File: src/sv/assert_macros.svh
// Assertion helpers used by the RTL controller.
`ifndef ASSERT_MACROS_SVH
`define ASSERT_MACROS_SVH
`ifndef SYNTHESIS
// Property holds at every rising clock edge out of reset.
`define BFFA_ASSERT(lbl, clk, rstn, prop) \
  lbl: assert property (@(posedge clk) disable iff (!rstn) (prop)) \
    else $error("assertion failed");
// Expression must never be true out of reset.
`define BFFA_NEVER(lbl, clk, rstn, expr) \
  `BFFA_ASSERT(lbl, clk, rstn, !(expr))
`else
`define BFFA_ASSERT(lbl, clk, rstn, prop)
`define BFFA_NEVER(lbl, clk, rstn, expr)
`endif
`endif

File: src/sv/bffa_pkg.sv
`default_nettype none
package bffa_pkg;

  // Bitmap storage word and geometry defaults
  localparam int WORD_BITS      = 8;
  localparam int WORD_SHIFT     = 3;
  localparam int DEF_NUM_UNITS  = 1024;
  localparam int DEF_UNIT_SHIFT = 12;

  // Result status codes
  localparam logic [1:0] ST_OK      = 2'd0;
  localparam logic [1:0] ST_NOSPACE = 2'd1;
  localparam logic [1:0] ST_RANGE   = 2'd2;
  localparam logic [1:0] ST_UNALLOC = 2'd3;

  // Register indexes
  localparam logic [1:0] CFG_BASE  = 2'd0;
  localparam logic [1:0] CFG_PHYS  = 2'd1;
  localparam logic [1:0] CFG_UNITS = 2'd2;

  // Request opcodes
  localparam logic OP_ALLOC = 1'b0;
  localparam logic OP_FREE  = 1'b1;

  // Controller to datapath
  typedef struct packed {
    logic take;
    logic check;
    logic scan_rd;
    logic scan_ev;
    logic rng_rd;
    logic ver_ev;
    logic app_ev;
    logic clr_step;
    logic upd;
  } cmd_t;

  // Datapath to controller
  typedef struct packed {
    logic cfg_clear;
    logic clr_last;
    logic chk_fail;
    logic need_zero;
    logic is_free;
    logic scan_found;
    logic scan_last;
    logic ver_bad;
    logic rng_last;
  } sts_t;

endpackage
`default_nettype wire

File: src/sv/bffa_if.sv
`default_nettype none
// Request channel
interface bffa_req_if;
  logic        valid;
  logic        ready;
  logic        op;
  logic [31:0] req_size;
  logic [31:0] free_addr;
  modport source (output valid, op, req_size, free_addr, input ready);
  modport sink (input valid, op, req_size, free_addr, output ready);
endinterface

// Result channel
interface bffa_rsp_if;
  logic        valid;
  logic        ready;
  logic [1:0]  status;
  logic [31:0] alloc_addr;
  logic [31:0] grant_pa;
  logic [22:0] free_bytes;
  modport source (output valid, status, alloc_addr, grant_pa, free_bytes, input ready);
  modport sink (input valid, status, alloc_addr, grant_pa, free_bytes, output ready);
endinterface
`default_nettype wire

File: src/sv/bffa_ram.sv
`default_nettype none
module bffa_ram #(
  parameter int WIDTH = 8,
  parameter int DEPTH = 128,
  localparam int AW = (DEPTH > 1) ? $clog2(DEPTH) : 1
) (
  input  wire logic             clk_i,
  input  wire logic             we_i,
  input  wire logic [AW-1:0]    waddr_i,
  input  wire logic [WIDTH-1:0] wdata_i,
  input  wire logic             re_i,
  input  wire logic [AW-1:0]    raddr_i,
  output logic      [WIDTH-1:0] rdata_o
);

  logic [WIDTH-1:0] mem_q [DEPTH];

  // One write port, one registered read port
  always_ff @(posedge clk_i) begin
    if (we_i) begin
      mem_q[waddr_i] <= wdata_i;
    end
    if (re_i) begin
      rdata_o <= mem_q[raddr_i];
    end
  end

endmodule
`default_nettype wire

File: src/sv/bffa_ctrl.sv
`default_nettype none
`include "assert_macros.svh"
module bffa_ctrl import bffa_pkg::*; (
  input  wire logic clk_i,
  input  wire logic rst_ni,
  input  wire logic in_valid_i,
  output logic      in_ready_o,
  output logic      out_valid_o,
  input  wire logic out_ready_i,
  input  wire sts_t sts_i,
  output cmd_t      cmd_o
);

  localparam logic [3:0] S_CLEAR   = 4'd0;
  localparam logic [3:0] S_IDLE    = 4'd1;
  localparam logic [3:0] S_CHECK   = 4'd2;
  localparam logic [3:0] S_SCAN_RD = 4'd3;
  localparam logic [3:0] S_SCAN_EV = 4'd4;
  localparam logic [3:0] S_VER_RD  = 4'd5;
  localparam logic [3:0] S_VER_EV  = 4'd6;
  localparam logic [3:0] S_APP_RD  = 4'd7;
  localparam logic [3:0] S_APP_EV  = 4'd8;
  localparam logic [3:0] S_UPD     = 4'd9;
  localparam logic [3:0] S_DONE    = 4'd10;

  logic [3:0] state_q, state_d;

  assign in_ready_o  = (state_q == S_IDLE);
  assign out_valid_o = (state_q == S_DONE);

  // Sequencer
  always_comb begin
    state_d = state_q;
    cmd_o   = '0;
    unique case (state_q)
      S_CLEAR: begin
        cmd_o.clr_step = 1'b1;
        if (sts_i.clr_last) state_d = S_IDLE;
      end
      S_IDLE: begin
        if (in_valid_i) begin
          cmd_o.take = 1'b1;
          state_d    = S_CHECK;
        end
      end
      S_CHECK: begin
        cmd_o.check = 1'b1;
        if (sts_i.chk_fail) state_d = S_DONE;
        else if (!sts_i.is_free) state_d = S_SCAN_RD;
        else if (sts_i.need_zero) state_d = S_UPD;
        else state_d = S_VER_RD;
      end
      S_SCAN_RD: begin
        cmd_o.scan_rd = 1'b1;
        state_d       = S_SCAN_EV;
      end
      S_SCAN_EV: begin
        cmd_o.scan_ev = 1'b1;
        if (sts_i.scan_found) state_d = S_APP_RD;
        else if (sts_i.scan_last) state_d = S_DONE;
        else state_d = S_SCAN_RD;
      end
      S_VER_RD: begin
        cmd_o.rng_rd = 1'b1;
        state_d      = S_VER_EV;
      end
      S_VER_EV: begin
        cmd_o.ver_ev = 1'b1;
        if (sts_i.ver_bad) state_d = S_DONE;
        else if (sts_i.rng_last) state_d = S_APP_RD;
        else state_d = S_VER_RD;
      end
      S_APP_RD: begin
        cmd_o.rng_rd = 1'b1;
        state_d      = S_APP_EV;
      end
      S_APP_EV: begin
        cmd_o.app_ev = 1'b1;
        state_d      = sts_i.rng_last ? S_UPD : S_APP_RD;
      end
      S_UPD: begin
        cmd_o.upd = 1'b1;
        state_d   = S_DONE;
      end
      S_DONE: begin
        if (out_ready_i) state_d = S_IDLE;
      end
      default: state_d = S_CLEAR;
    endcase
    // a pool_units write restarts the bitmap sweep
    if (sts_i.cfg_clear) state_d = S_CLEAR;
  end

  always_ff @(posedge clk_i or negedge rst_ni) begin
    if (!rst_ni) begin
      state_q <= S_CLEAR;
    end else begin
      state_q <= state_d;
    end
  end

  `BFFA_NEVER(a_no_take_busy, clk_i, rst_ni, out_valid_o && in_ready_o)
  `BFFA_ASSERT(a_take_check, clk_i, rst_ni, (in_valid_i && in_ready_o && !sts_i.cfg_clear) |=> (state_q == S_CHECK))
  `BFFA_ASSERT(a_done_hold, clk_i, rst_ni, (out_valid_o && !out_ready_i && !sts_i.cfg_clear) |=> out_valid_o)

endmodule
`default_nettype wire

File: src/sv/bffa_dp.sv
`default_nettype none
module bffa_dp import bffa_pkg::*; #(
  parameter int NUM_UNITS  = DEF_NUM_UNITS,
  parameter int UNIT_SHIFT = DEF_UNIT_SHIFT
) (
  input  wire logic        clk_i,
  input  wire logic        rst_ni,
  input  wire logic        cfg_we_i,
  input  wire logic [1:0]  cfg_idx_i,
  input  wire logic [31:0] cfg_data_i,
  input  wire logic        op_i,
  input  wire logic [31:0] req_size_i,
  input  wire logic [31:0] free_addr_i,
  output logic      [1:0]  status_o,
  output logic      [31:0] alloc_addr_o,
  output logic      [31:0] grant_pa_o,
  output logic      [22:0] free_bytes_o,
  input  wire cmd_t        cmd_i,
  output sts_t             sts_o
);

  localparam int CW = $clog2(NUM_UNITS + 1);
  localparam int NW = (NUM_UNITS + WORD_BITS - 1) / WORD_BITS;
  localparam int AW = (NW > 1) ? $clog2(NW) : 1;
  localparam logic [32:0] RND = 33'((64'd1 << UNIT_SHIFT) - 64'd1);

  logic [31:0] base_q, phys_q, size_q, addr_q;
  logic [10:0] ucfg_q;
  logic [CW-1:0] free_q, need_q, lo_q, hi_q, run_q;
  logic [AW-1:0] wk_q;
  logic op_q;
  logic [1:0] status_q;
  logic [31:0] va_q, pa_q;
  logic [WORD_BITS-1:0] rdata, wdata, mask;

  logic [CW-1:0] units;
  logic [32:0] need33;
  logic fail_alloc, fail_free;
  logic [39:0] end_b, first40;
  logic [CW-1:0] first;
  logic [AW-1:0] last_word, lo_word, hi_word;
  logic [CW-1:0] run, start, u;
  logic found;
  logic [CW:0] free_sum;

  // Active unit count
  always_comb begin
    if (32'(ucfg_q) < 32'(NUM_UNITS)) units = CW'(ucfg_q);
    else units = CW'(NUM_UNITS);
  end

  // Request checks
  always_comb begin
    need33     = ({1'b0, size_q} + RND) >> UNIT_SHIFT;
    fail_alloc = (size_q == 32'd0) || ({32'd0, size_q} > (64'(free_q) << UNIT_SHIFT)) ||
                 (need33 > 33'(units));
    end_b      = 40'(base_q) + (40'(units) << UNIT_SHIFT);
    first40    = 40'(addr_q - base_q) >> UNIT_SHIFT;
    fail_free  = (units == '0) || (addr_q < base_q) || (40'(addr_q) >= end_b) ||
                 (40'(addr_q) + 40'(size_q) > end_b) ||
                 (first40 + 40'(need33) > 40'(units));
    first      = CW'(first40);
  end

  assign last_word = AW'((units - CW'(1)) >> WORD_SHIFT);
  assign lo_word   = AW'(lo_q >> WORD_SHIFT);
  assign hi_word   = AW'(hi_q >> WORD_SHIFT);

  // First-fit run search over one word
  always_comb begin
    run   = run_q;
    found = 1'b0;
    start = '0;
    u     = '0;
    for (int j = 0; j < WORD_BITS; j++) begin
      u = CW'({wk_q, WORD_SHIFT'(j)});
      if (!found) begin
        if (u >= units || rdata[j]) begin
          run = '0;
        end else begin
          run = run + CW'(1);
          if (run == need_q) begin
            found = 1'b1;
            start = u + CW'(1) - run;
          end
        end
      end
    end
  end

  // Range mask and write data for the current word
  always_comb begin
    mask = '0;
    for (int j = 0; j < WORD_BITS; j++) begin
      mask[j] = (CW'({wk_q, WORD_SHIFT'(j)}) >= lo_q) && (CW'({wk_q, WORD_SHIFT'(j)}) <= hi_q);
    end
    if (cmd_i.clr_step) wdata = '0;
    else if (op_q == OP_FREE) wdata = rdata & ~mask;
    else wdata = rdata | mask;
  end

  assign free_sum = {1'b0, free_q} + {1'b0, need_q};

  always_comb begin
    sts_o            = '0;
    sts_o.cfg_clear  = cfg_we_i && (cfg_idx_i == CFG_UNITS);
    sts_o.clr_last   = (wk_q == AW'(NW - 1));
    sts_o.chk_fail   = (op_q == OP_FREE) ? fail_free : fail_alloc;
    sts_o.need_zero  = (need33 == 33'd0);
    sts_o.is_free    = (op_q == OP_FREE);
    sts_o.scan_found = found;
    sts_o.scan_last  = (wk_q == last_word);
    sts_o.ver_bad    = ((rdata & mask) != mask);
    sts_o.rng_last   = (wk_q == hi_word);
  end

  // Configuration, free count and word pointer
  always_ff @(posedge clk_i or negedge rst_ni) begin
    if (!rst_ni) begin
      base_q <= '0;
      phys_q <= '0;
      ucfg_q <= '0;
      free_q <= '0;
      wk_q   <= '0;
    end else begin
      if (cfg_we_i) begin
        unique case (cfg_idx_i)
          CFG_BASE:  base_q <= cfg_data_i;
          CFG_PHYS:  phys_q <= cfg_data_i;
          CFG_UNITS: begin
            ucfg_q <= cfg_data_i[10:0];
            if (32'(cfg_data_i[10:0]) < 32'(NUM_UNITS)) free_q <= CW'(cfg_data_i[10:0]);
            else free_q <= CW'(NUM_UNITS);
          end
          default: ;
        endcase
      end
      if (cmd_i.upd) begin
        if (op_q == OP_FREE) free_q <= (free_sum > {1'b0, units}) ? units : free_q + need_q;
        else free_q <= free_q - need_q;
      end
      // word pointer
      if (sts_o.cfg_clear) begin
        wk_q <= '0;
      end else if (cmd_i.clr_step) begin
        wk_q <= wk_q + AW'(1);
      end else if (cmd_i.check) begin
        wk_q <= (op_q == OP_FREE) ? AW'(first >> WORD_SHIFT) : '0;
      end else if (cmd_i.scan_ev) begin
        wk_q <= found ? AW'(start >> WORD_SHIFT) : wk_q + AW'(1);
      end else if (cmd_i.ver_ev) begin
        wk_q <= sts_o.rng_last ? lo_word : wk_q + AW'(1);
      end else if (cmd_i.app_ev && !sts_o.rng_last) begin
        wk_q <= wk_q + AW'(1);
      end
    end
  end

  // Request payload and working registers
  always_ff @(posedge clk_i) begin
    if (cmd_i.take) begin
      op_q   <= op_i;
      size_q <= req_size_i;
      addr_q <= free_addr_i;
    end
    if (cmd_i.check) begin
      need_q   <= CW'(need33);
      lo_q     <= first;
      hi_q     <= first + CW'(need33) - CW'(1);
      run_q    <= '0;
      va_q     <= '0;
      pa_q     <= '0;
      if (op_q == OP_FREE) status_q <= fail_free ? ST_RANGE : ST_OK;
      else status_q <= fail_alloc ? ST_NOSPACE : ST_OK;
    end
    if (cmd_i.scan_ev) begin
      run_q <= run;
      if (found) begin
        lo_q <= start;
        hi_q <= start + need_q - CW'(1);
      end else if (wk_q == last_word) begin
        status_q <= ST_NOSPACE;
      end
    end
    if (cmd_i.ver_ev && sts_o.ver_bad) status_q <= ST_UNALLOC;
    if (cmd_i.upd && op_q == OP_ALLOC) begin
      va_q <= base_q + 32'(64'(lo_q) << UNIT_SHIFT);
      pa_q <= phys_q + 32'(64'(lo_q) << UNIT_SHIFT);
    end
  end

  bffa_ram #(
    .WIDTH (WORD_BITS),
    .DEPTH (NW)
  ) u_map (
    .clk_i   (clk_i),
    .we_i    (cmd_i.clr_step || cmd_i.app_ev),
    .waddr_i (wk_q),
    .wdata_i (wdata),
    .re_i    (cmd_i.scan_rd || cmd_i.rng_rd),
    .raddr_i (wk_q),
    .rdata_o (rdata)
  );

  assign status_o     = status_q;
  assign alloc_addr_o = va_q;
  assign grant_pa_o   = pa_q;
  assign free_bytes_o = 23'(64'(free_q) << UNIT_SHIFT);

endmodule
`default_nettype wire

File: src/sv/bitmap_first_fit_allocator.sv
// Sequence: a request refused by the size or range check goes straight to the result; else
//   allocate scans 8-unit bitmap words up to the first fitting run, then
//   read-modify-writes the run's words; free checks and then clears the words of its range.
// Throughput: one request at a time; a new request is taken only in the idle state.
// Reset: asynchronous, active low; clears the config, free count, word pointer and state,
//   then sweeps the bitmap before the first request; a pool_units write repeats that sweep.
`default_nettype none
module bitmap_first_fit_allocator import bffa_pkg::*; #(
  parameter int NUM_UNITS  = DEF_NUM_UNITS,
  parameter int UNIT_SHIFT = DEF_UNIT_SHIFT
) (
  input  wire logic        clk_i,
  input  wire logic        rst_ni,
  input  wire logic        cfg_we_i,
  input  wire logic [1:0]  cfg_idx_i,
  input  wire logic [31:0] cfg_data_i,
  bffa_req_if.sink         in_req,
  bffa_rsp_if.source       out_rsp
);

  cmd_t cmd;
  sts_t sts;

  bffa_ctrl u_ctrl (
    .clk_i       (clk_i),
    .rst_ni      (rst_ni),
    .in_valid_i  (in_req.valid),
    .in_ready_o  (in_req.ready),
    .out_valid_o (out_rsp.valid),
    .out_ready_i (out_rsp.ready),
    .sts_i       (sts),
    .cmd_o       (cmd)
  );

  bffa_dp #(
    .NUM_UNITS  (NUM_UNITS),
    .UNIT_SHIFT (UNIT_SHIFT)
  ) u_dp (
    .clk_i        (clk_i),
    .rst_ni       (rst_ni),
    .cfg_we_i     (cfg_we_i),
    .cfg_idx_i    (cfg_idx_i),
    .cfg_data_i   (cfg_data_i),
    .op_i         (in_req.op),
    .req_size_i   (in_req.req_size),
    .free_addr_i  (in_req.free_addr),
    .status_o     (out_rsp.status),
    .alloc_addr_o (out_rsp.alloc_addr),
    .grant_pa_o   (out_rsp.grant_pa),
    .free_bytes_o (out_rsp.free_bytes),
    .cmd_i        (cmd),
    .sts_o        (sts)
  );

endmodule
`default_nettype wire

File: src/flat_wrapper.sv
// flat-port wrapper written by rule: the top's interface ports become plain ports
module bitmap_first_fit_allocator_flat import bffa_pkg::*;
#(
  parameter int NUM_UNITS  = DEF_NUM_UNITS,
  parameter int UNIT_SHIFT = DEF_UNIT_SHIFT
)
  (clk_i, rst_ni, cfg_we_i, cfg_idx_i, cfg_data_i, in_req_valid, in_req_op, in_req_req_size, in_req_free_addr, in_req_ready, out_rsp_valid, out_rsp_status, out_rsp_alloc_addr, out_rsp_grant_pa, out_rsp_free_bytes, out_rsp_ready);
  bffa_req_if in_req_i ();
  bffa_rsp_if out_rsp_i ();
  input  wire logic clk_i;
  input  wire logic rst_ni;
  input  wire logic cfg_we_i;
  input  wire logic [1:0] cfg_idx_i;
  input  wire logic [31:0] cfg_data_i;
  input wire logic [$bits(in_req_i.valid)-1:0] in_req_valid;
  input wire logic [$bits(in_req_i.op)-1:0] in_req_op;
  input wire logic [$bits(in_req_i.req_size)-1:0] in_req_req_size;
  input wire logic [$bits(in_req_i.free_addr)-1:0] in_req_free_addr;
  output wire logic [$bits(in_req_i.ready)-1:0] in_req_ready;
  output wire logic [$bits(out_rsp_i.valid)-1:0] out_rsp_valid;
  output wire logic [$bits(out_rsp_i.status)-1:0] out_rsp_status;
  output wire logic [$bits(out_rsp_i.alloc_addr)-1:0] out_rsp_alloc_addr;
  output wire logic [$bits(out_rsp_i.grant_pa)-1:0] out_rsp_grant_pa;
  output wire logic [$bits(out_rsp_i.free_bytes)-1:0] out_rsp_free_bytes;
  input wire logic [$bits(out_rsp_i.ready)-1:0] out_rsp_ready;
  assign in_req_i.valid = in_req_valid;
  assign in_req_i.op = in_req_op;
  assign in_req_i.req_size = in_req_req_size;
  assign in_req_i.free_addr = in_req_free_addr;
  assign in_req_ready = in_req_i.ready;
  assign out_rsp_valid = out_rsp_i.valid;
  assign out_rsp_status = out_rsp_i.status;
  assign out_rsp_alloc_addr = out_rsp_i.alloc_addr;
  assign out_rsp_grant_pa = out_rsp_i.grant_pa;
  assign out_rsp_free_bytes = out_rsp_i.free_bytes;
  assign out_rsp_i.ready = out_rsp_ready;
  bitmap_first_fit_allocator #(.NUM_UNITS(NUM_UNITS), .UNIT_SHIFT(UNIT_SHIFT)) u_core (.clk_i(clk_i), .rst_ni(rst_ni), .cfg_we_i(cfg_we_i), .cfg_idx_i(cfg_idx_i), .cfg_data_i(cfg_data_i), .in_req(in_req_i), .out_rsp(out_rsp_i));
endmodule
File: config.mk
export PLATFORM = sky130hd
export DESIGN_NAME = bitmap_first_fit_allocator_flat
export DESIGN_NICKNAME = d
export VERILOG_FILES = /design/src/sv/bffa_pkg.sv /design/src/sv/bffa_if.sv /design/src/sv/bffa_ram.sv /design/src/sv/bffa_ctrl.sv /design/src/sv/bffa_dp.sv /design/src/sv/bitmap_first_fit_allocator.sv /design/src/flat_wrapper.sv
export VERILOG_INCLUDE_DIRS = /design/src /design/src/sv
export SDC_FILE = /design/constraint.sdc
export NUM_CORES = 2
export LEC_CHECK = 0
export ABC_AREA = 0
export BUFFER_PORTS_ARGS = -buffer_cell sky130_fd_sc_hd__buf_4
export CAP_MARGIN = 20
export CORE_MARGIN = 2
export CORE_UTILIZATION = 45
export CTS_BUF_LIST = sky130_fd_sc_hd__clkbuf_4 sky130_fd_sc_hd__clkbuf_8
export DETAILED_ROUTE_END_ITERATION = 10
export PLACE_DENSITY = 0.63
export SKIP_CTS_REPAIR_TIMING = 1
export SLEW_MARGIN = 25
export SYNTH_ARGS = -nofsm -noshare
export SYNTH_HDL_FRONTEND = slang
export SYNTH_SLANG_ARGS = --single-unit
File: constraint.sdc
create_clock -name clk_i -period 22 [get_ports clk_i]
set_clock_uncertainty 0.2 [all_clocks]
set_input_delay 3.3 -clock clk_i [delete_from_list [all_inputs] [get_ports clk_i]]
set_output_delay 3.3 -clock clk_i [all_outputs]
set_load 0.01 [all_outputs]
==> run summary <==
Outcome - finished, final reports clean
Die area - 159,000 um^2
Min cycle time layout - 20.39 ns
# setup viols final - 0
WL/cell - 27.4 um
Via count - 52,086
Vias/cell - 6.24
Syn Area/Cell - 11.8 um^2
Core ar. - 154,000 um^2
Post-synth EDFFs - 1,183
Top post-synthesis cells by count - 1,183 x edfxtp_1, 450 x nor2_1, 376 x ha_1
Largest net degree at the start of global routing - 110
Slew headroom - 24.9%
Seq cells post-synth - 1,304
HPWL after detailed placement - 154,000 um
Height of the die - 398 um
Most frequent cell after synthesis - edfxtp_1
DR pass1 iterations - 7
Drc violations - 0
Worst-Margin Slew - 1.12 ns
Final period util - 92.7%
Layout area overhead - 11.3%
Cell taking the most area after synthesis - edfxtp_1
Initial DRC Count - 5,771
Post-synth cell types - 137
Slew Limit Fails - 0
Total negative slack - 0 ns
Pleak - 27.8 nW
GPL Wtd Cong - 0.978
Clk buf depth - 3
Yosys top cell area share - 50.8%
Maximum VDD drop - 0.110 mV
Cell row count - 144
First-pass GRT wire length - 334,000 um
Total gr overflow - 0
RSZ-0062 raised after global routing - no
Initial Utilization - 45.4%
Num CTS Buffers - 199
CP peak stage delay - 0.86 ns
Antenna Violating Nets Remaining - 0
Die W - 398 um
Worst setup EP type - register
Clk Latency, worst-skew pair - 0.94 ns
Post-synth top flop - edfxtp_1
Synth warn - 0
Clock-pin slew on the worst setup and hold paths - 0.07 ns
Crit Path Max Fanout - 17
Crit path top cell by count - ha_1
Crit path kind - register to register
Fmax - 0.0491 GHz
Worst Setup SP - u_core.u_dp.ucfg_q[10]$_DFFE_PN0P_
Layout Nets - 6,626
Port buffer count - 182
I/O pins - 195
Hold Slack - 0.276 ns
Seq/Total Area, Yosys - 54.9%
CP startpoint kind - register
Reg-to-Reg Start - u_core.u_dp.ucfg_q[10]$_DFFE_PN0P_
H-tree depth - 4
Final hold vios - 0
Max Cap Violations - 0
Final wirelength - 229,000 um
Initial antenna violation count - 6
CTS tree - done
Clk sinks - 1,304
Syn Inst Count - 5,946
Worst hold path class - register to register
Slowest CP cell - nor2_1
Min-delay src - u_core.u_dp.ucfg_q[6]$_DFFE_PN0P_
Ys async rst share - 7.44%
Pwr/cell area - 128 nW/um^2
Share of cells above drive strength 1 - 12.6%
Synth Cell Area - 70,000 um^2
Top cells by area, synth - edfxtp_1 51%, ha_1 6.7%, a22oi_1 3.9%
Root Buffer - clkbuf_8
Total global-route track usage - 28.3%
CP required - 22.64 ns
Critical path arrival - 21.03 ns
Number of global-route vias before repair - 49,589
==> layout make-up <==
class	instances	area [um^2]
timing repair buffer	287	2260
clock inverter	97	857
fill	13602	76400
clock buffer	262	3260
multi-input combinational	4068	29400
tap	2044	2560
inverter	275	1030
sequential	1304	38400
antenna	5	12.5
==> where the power goes <==
| group | switching, mW | internal [mW] |
|---|---|---|
| logic | 2.95 | 1.50 |
| clock network | 0.995 | 1.11 |
| registers | 0.191 | 3.19 |
| total | 4.13 | 5.80 |
==> sequential cells by signal, summed over array words and instances (netlist names), 4 cells and up <==
| signal | count |
|---|---|
| u_core.u_ctrl.state_q | 4 |
| u_core.u_dp.lo_q | 11 |
| u_core.u_dp.u_map.rdata_o | 8 |
| u_core.u_dp.size_q | 32 |
| u_core.u_dp.hi_q | 11 |
| u_core.u_dp.base_q | 32 |
| u_core.u_dp.free_q | 11 |
| u_core.u_dp.need_q | 11 |
| u_core.u_dp.run_q | 11 |
| u_core.u_dp.phys_q | 32 |
| u_core.u_dp.u_map.mem_q | 1024 |
| u_core.u_dp.ucfg_q | 11 |
| u_core.u_dp.grant_pa_o | 32 |
| u_core.u_dp.wk_q | 7 |
| u_core.u_dp.addr_q | 32 |
| u_core.u_dp.alloc_addr_o | 32 |
==> cells in the final DEF (no fill, tap or decap), types with 83 or more instances in the layout <==
| cell type | synthesis | layout |
|---|---|---|
| clkbuf_8 | 0 | 207 |
| nor2_1 | 450 | 442 |
| nand4_1 | 124 | 124 |
| nand2_1 | 319 | 317 |
| a221oi_1 | 89 | 89 |
| dfrtp_1 | 97 | 94 |
| nand3_1 | 111 | 111 |
| buf_4 | 24 | 278 |
| o21ai_0 | 212 | 212 |
| inv_1 | 262 | 262 |
| ha_1 | 376 | 376 |
| a22oi_1 | 362 | 362 |
| xnor2_1 | 255 | 254 |
| a22o_1 | 87 | 87 |
| a21oi_1 | 301 | 300 |
| o21bai_1 | 83 | 83 |
| edfxtp_1 | 1183 | 1183 |
| nor3_1 | 107 | 102 |
==> worst max-delay path: cells and delay by family, from the launching register on <==
kind | cells | cell delay, ns
simple gates | 24 | 9.02
compound gates | 26 | 5.81
fa+ha+maj | 7 | 2.46
buf+inv | 5 | 0.91
flops | 1 | 0.65
mux | 2 | 0.62
xor+xnor | 4 | 0.56
==> metrics by stage <==
stage	instances	area, um^2	setup WS, ns	total power [mW]	utilization, %
after floorplan	5957	70000	6.51	6.22	-
after global placement	7974	73600	2.50	7.73	47.7
after detailed placement	7976	73700	2.04	7.78	47.8
after CTS	8335	77800	1.92	9.88	50.4
after global routing	8339	77900	0.0924	10.4	50.5
final	8342	77900	1.61	9.93	50.5
==> logic make-up after synthesis <==
group	share of synthesized area, %
multiplexers	1.24
adder cells (fa/ha/maj)	7.04
other	0.00536
AND/OR/NAND/NOR	11.1
buffers and inverters	3.35
XOR/XNOR	5.07
flip-flops	54.9
AO/OA/AOI/OAI	17.2
==> path summary, 6_finish.rpt <==
path / endpoint / slack, ns / cells after the start
worst max-delay path: u_core.u_dp.hi_q[10]$_DFF_P_ / 1.61 / 68
max in group asynchronous: u_core.u_dp.wk_q[5]$_DFFE_PN0P_ / 18.32 / 2
worst max register to register: u_core.u_dp.hi_q[10]$_DFF_P_ / 1.61 / 68
worst min-delay path: u_core.u_dp.ucfg_q[6]$_DFFE_PN0P_ / 0.28 / 2
worst min register to register: u_core.u_dp.ucfg_q[6]$_DFFE_PN0P_ / 0.28 / 2
min in group asynchronous: u_core.u_dp.base_q[3]$_DFFE_PN0P_ / 2.19 / 1
==> metal layers <==
| metal | up-vias | share of wire (%) | global-route usage (%) |
|---|---|---|---|
| met5 | - | 0.026 | 0 |
| met4 | 8 | 3.5 | 9.87 |
| met3 | 436 | 8.0 | 4.37 |
| met2 | 2489 | 47 | 45.5 |
| met1 | 25841 | 42 | 38.9 |
| li1 | 23312 | - | - |
Power figures use the tool's default switching activity.
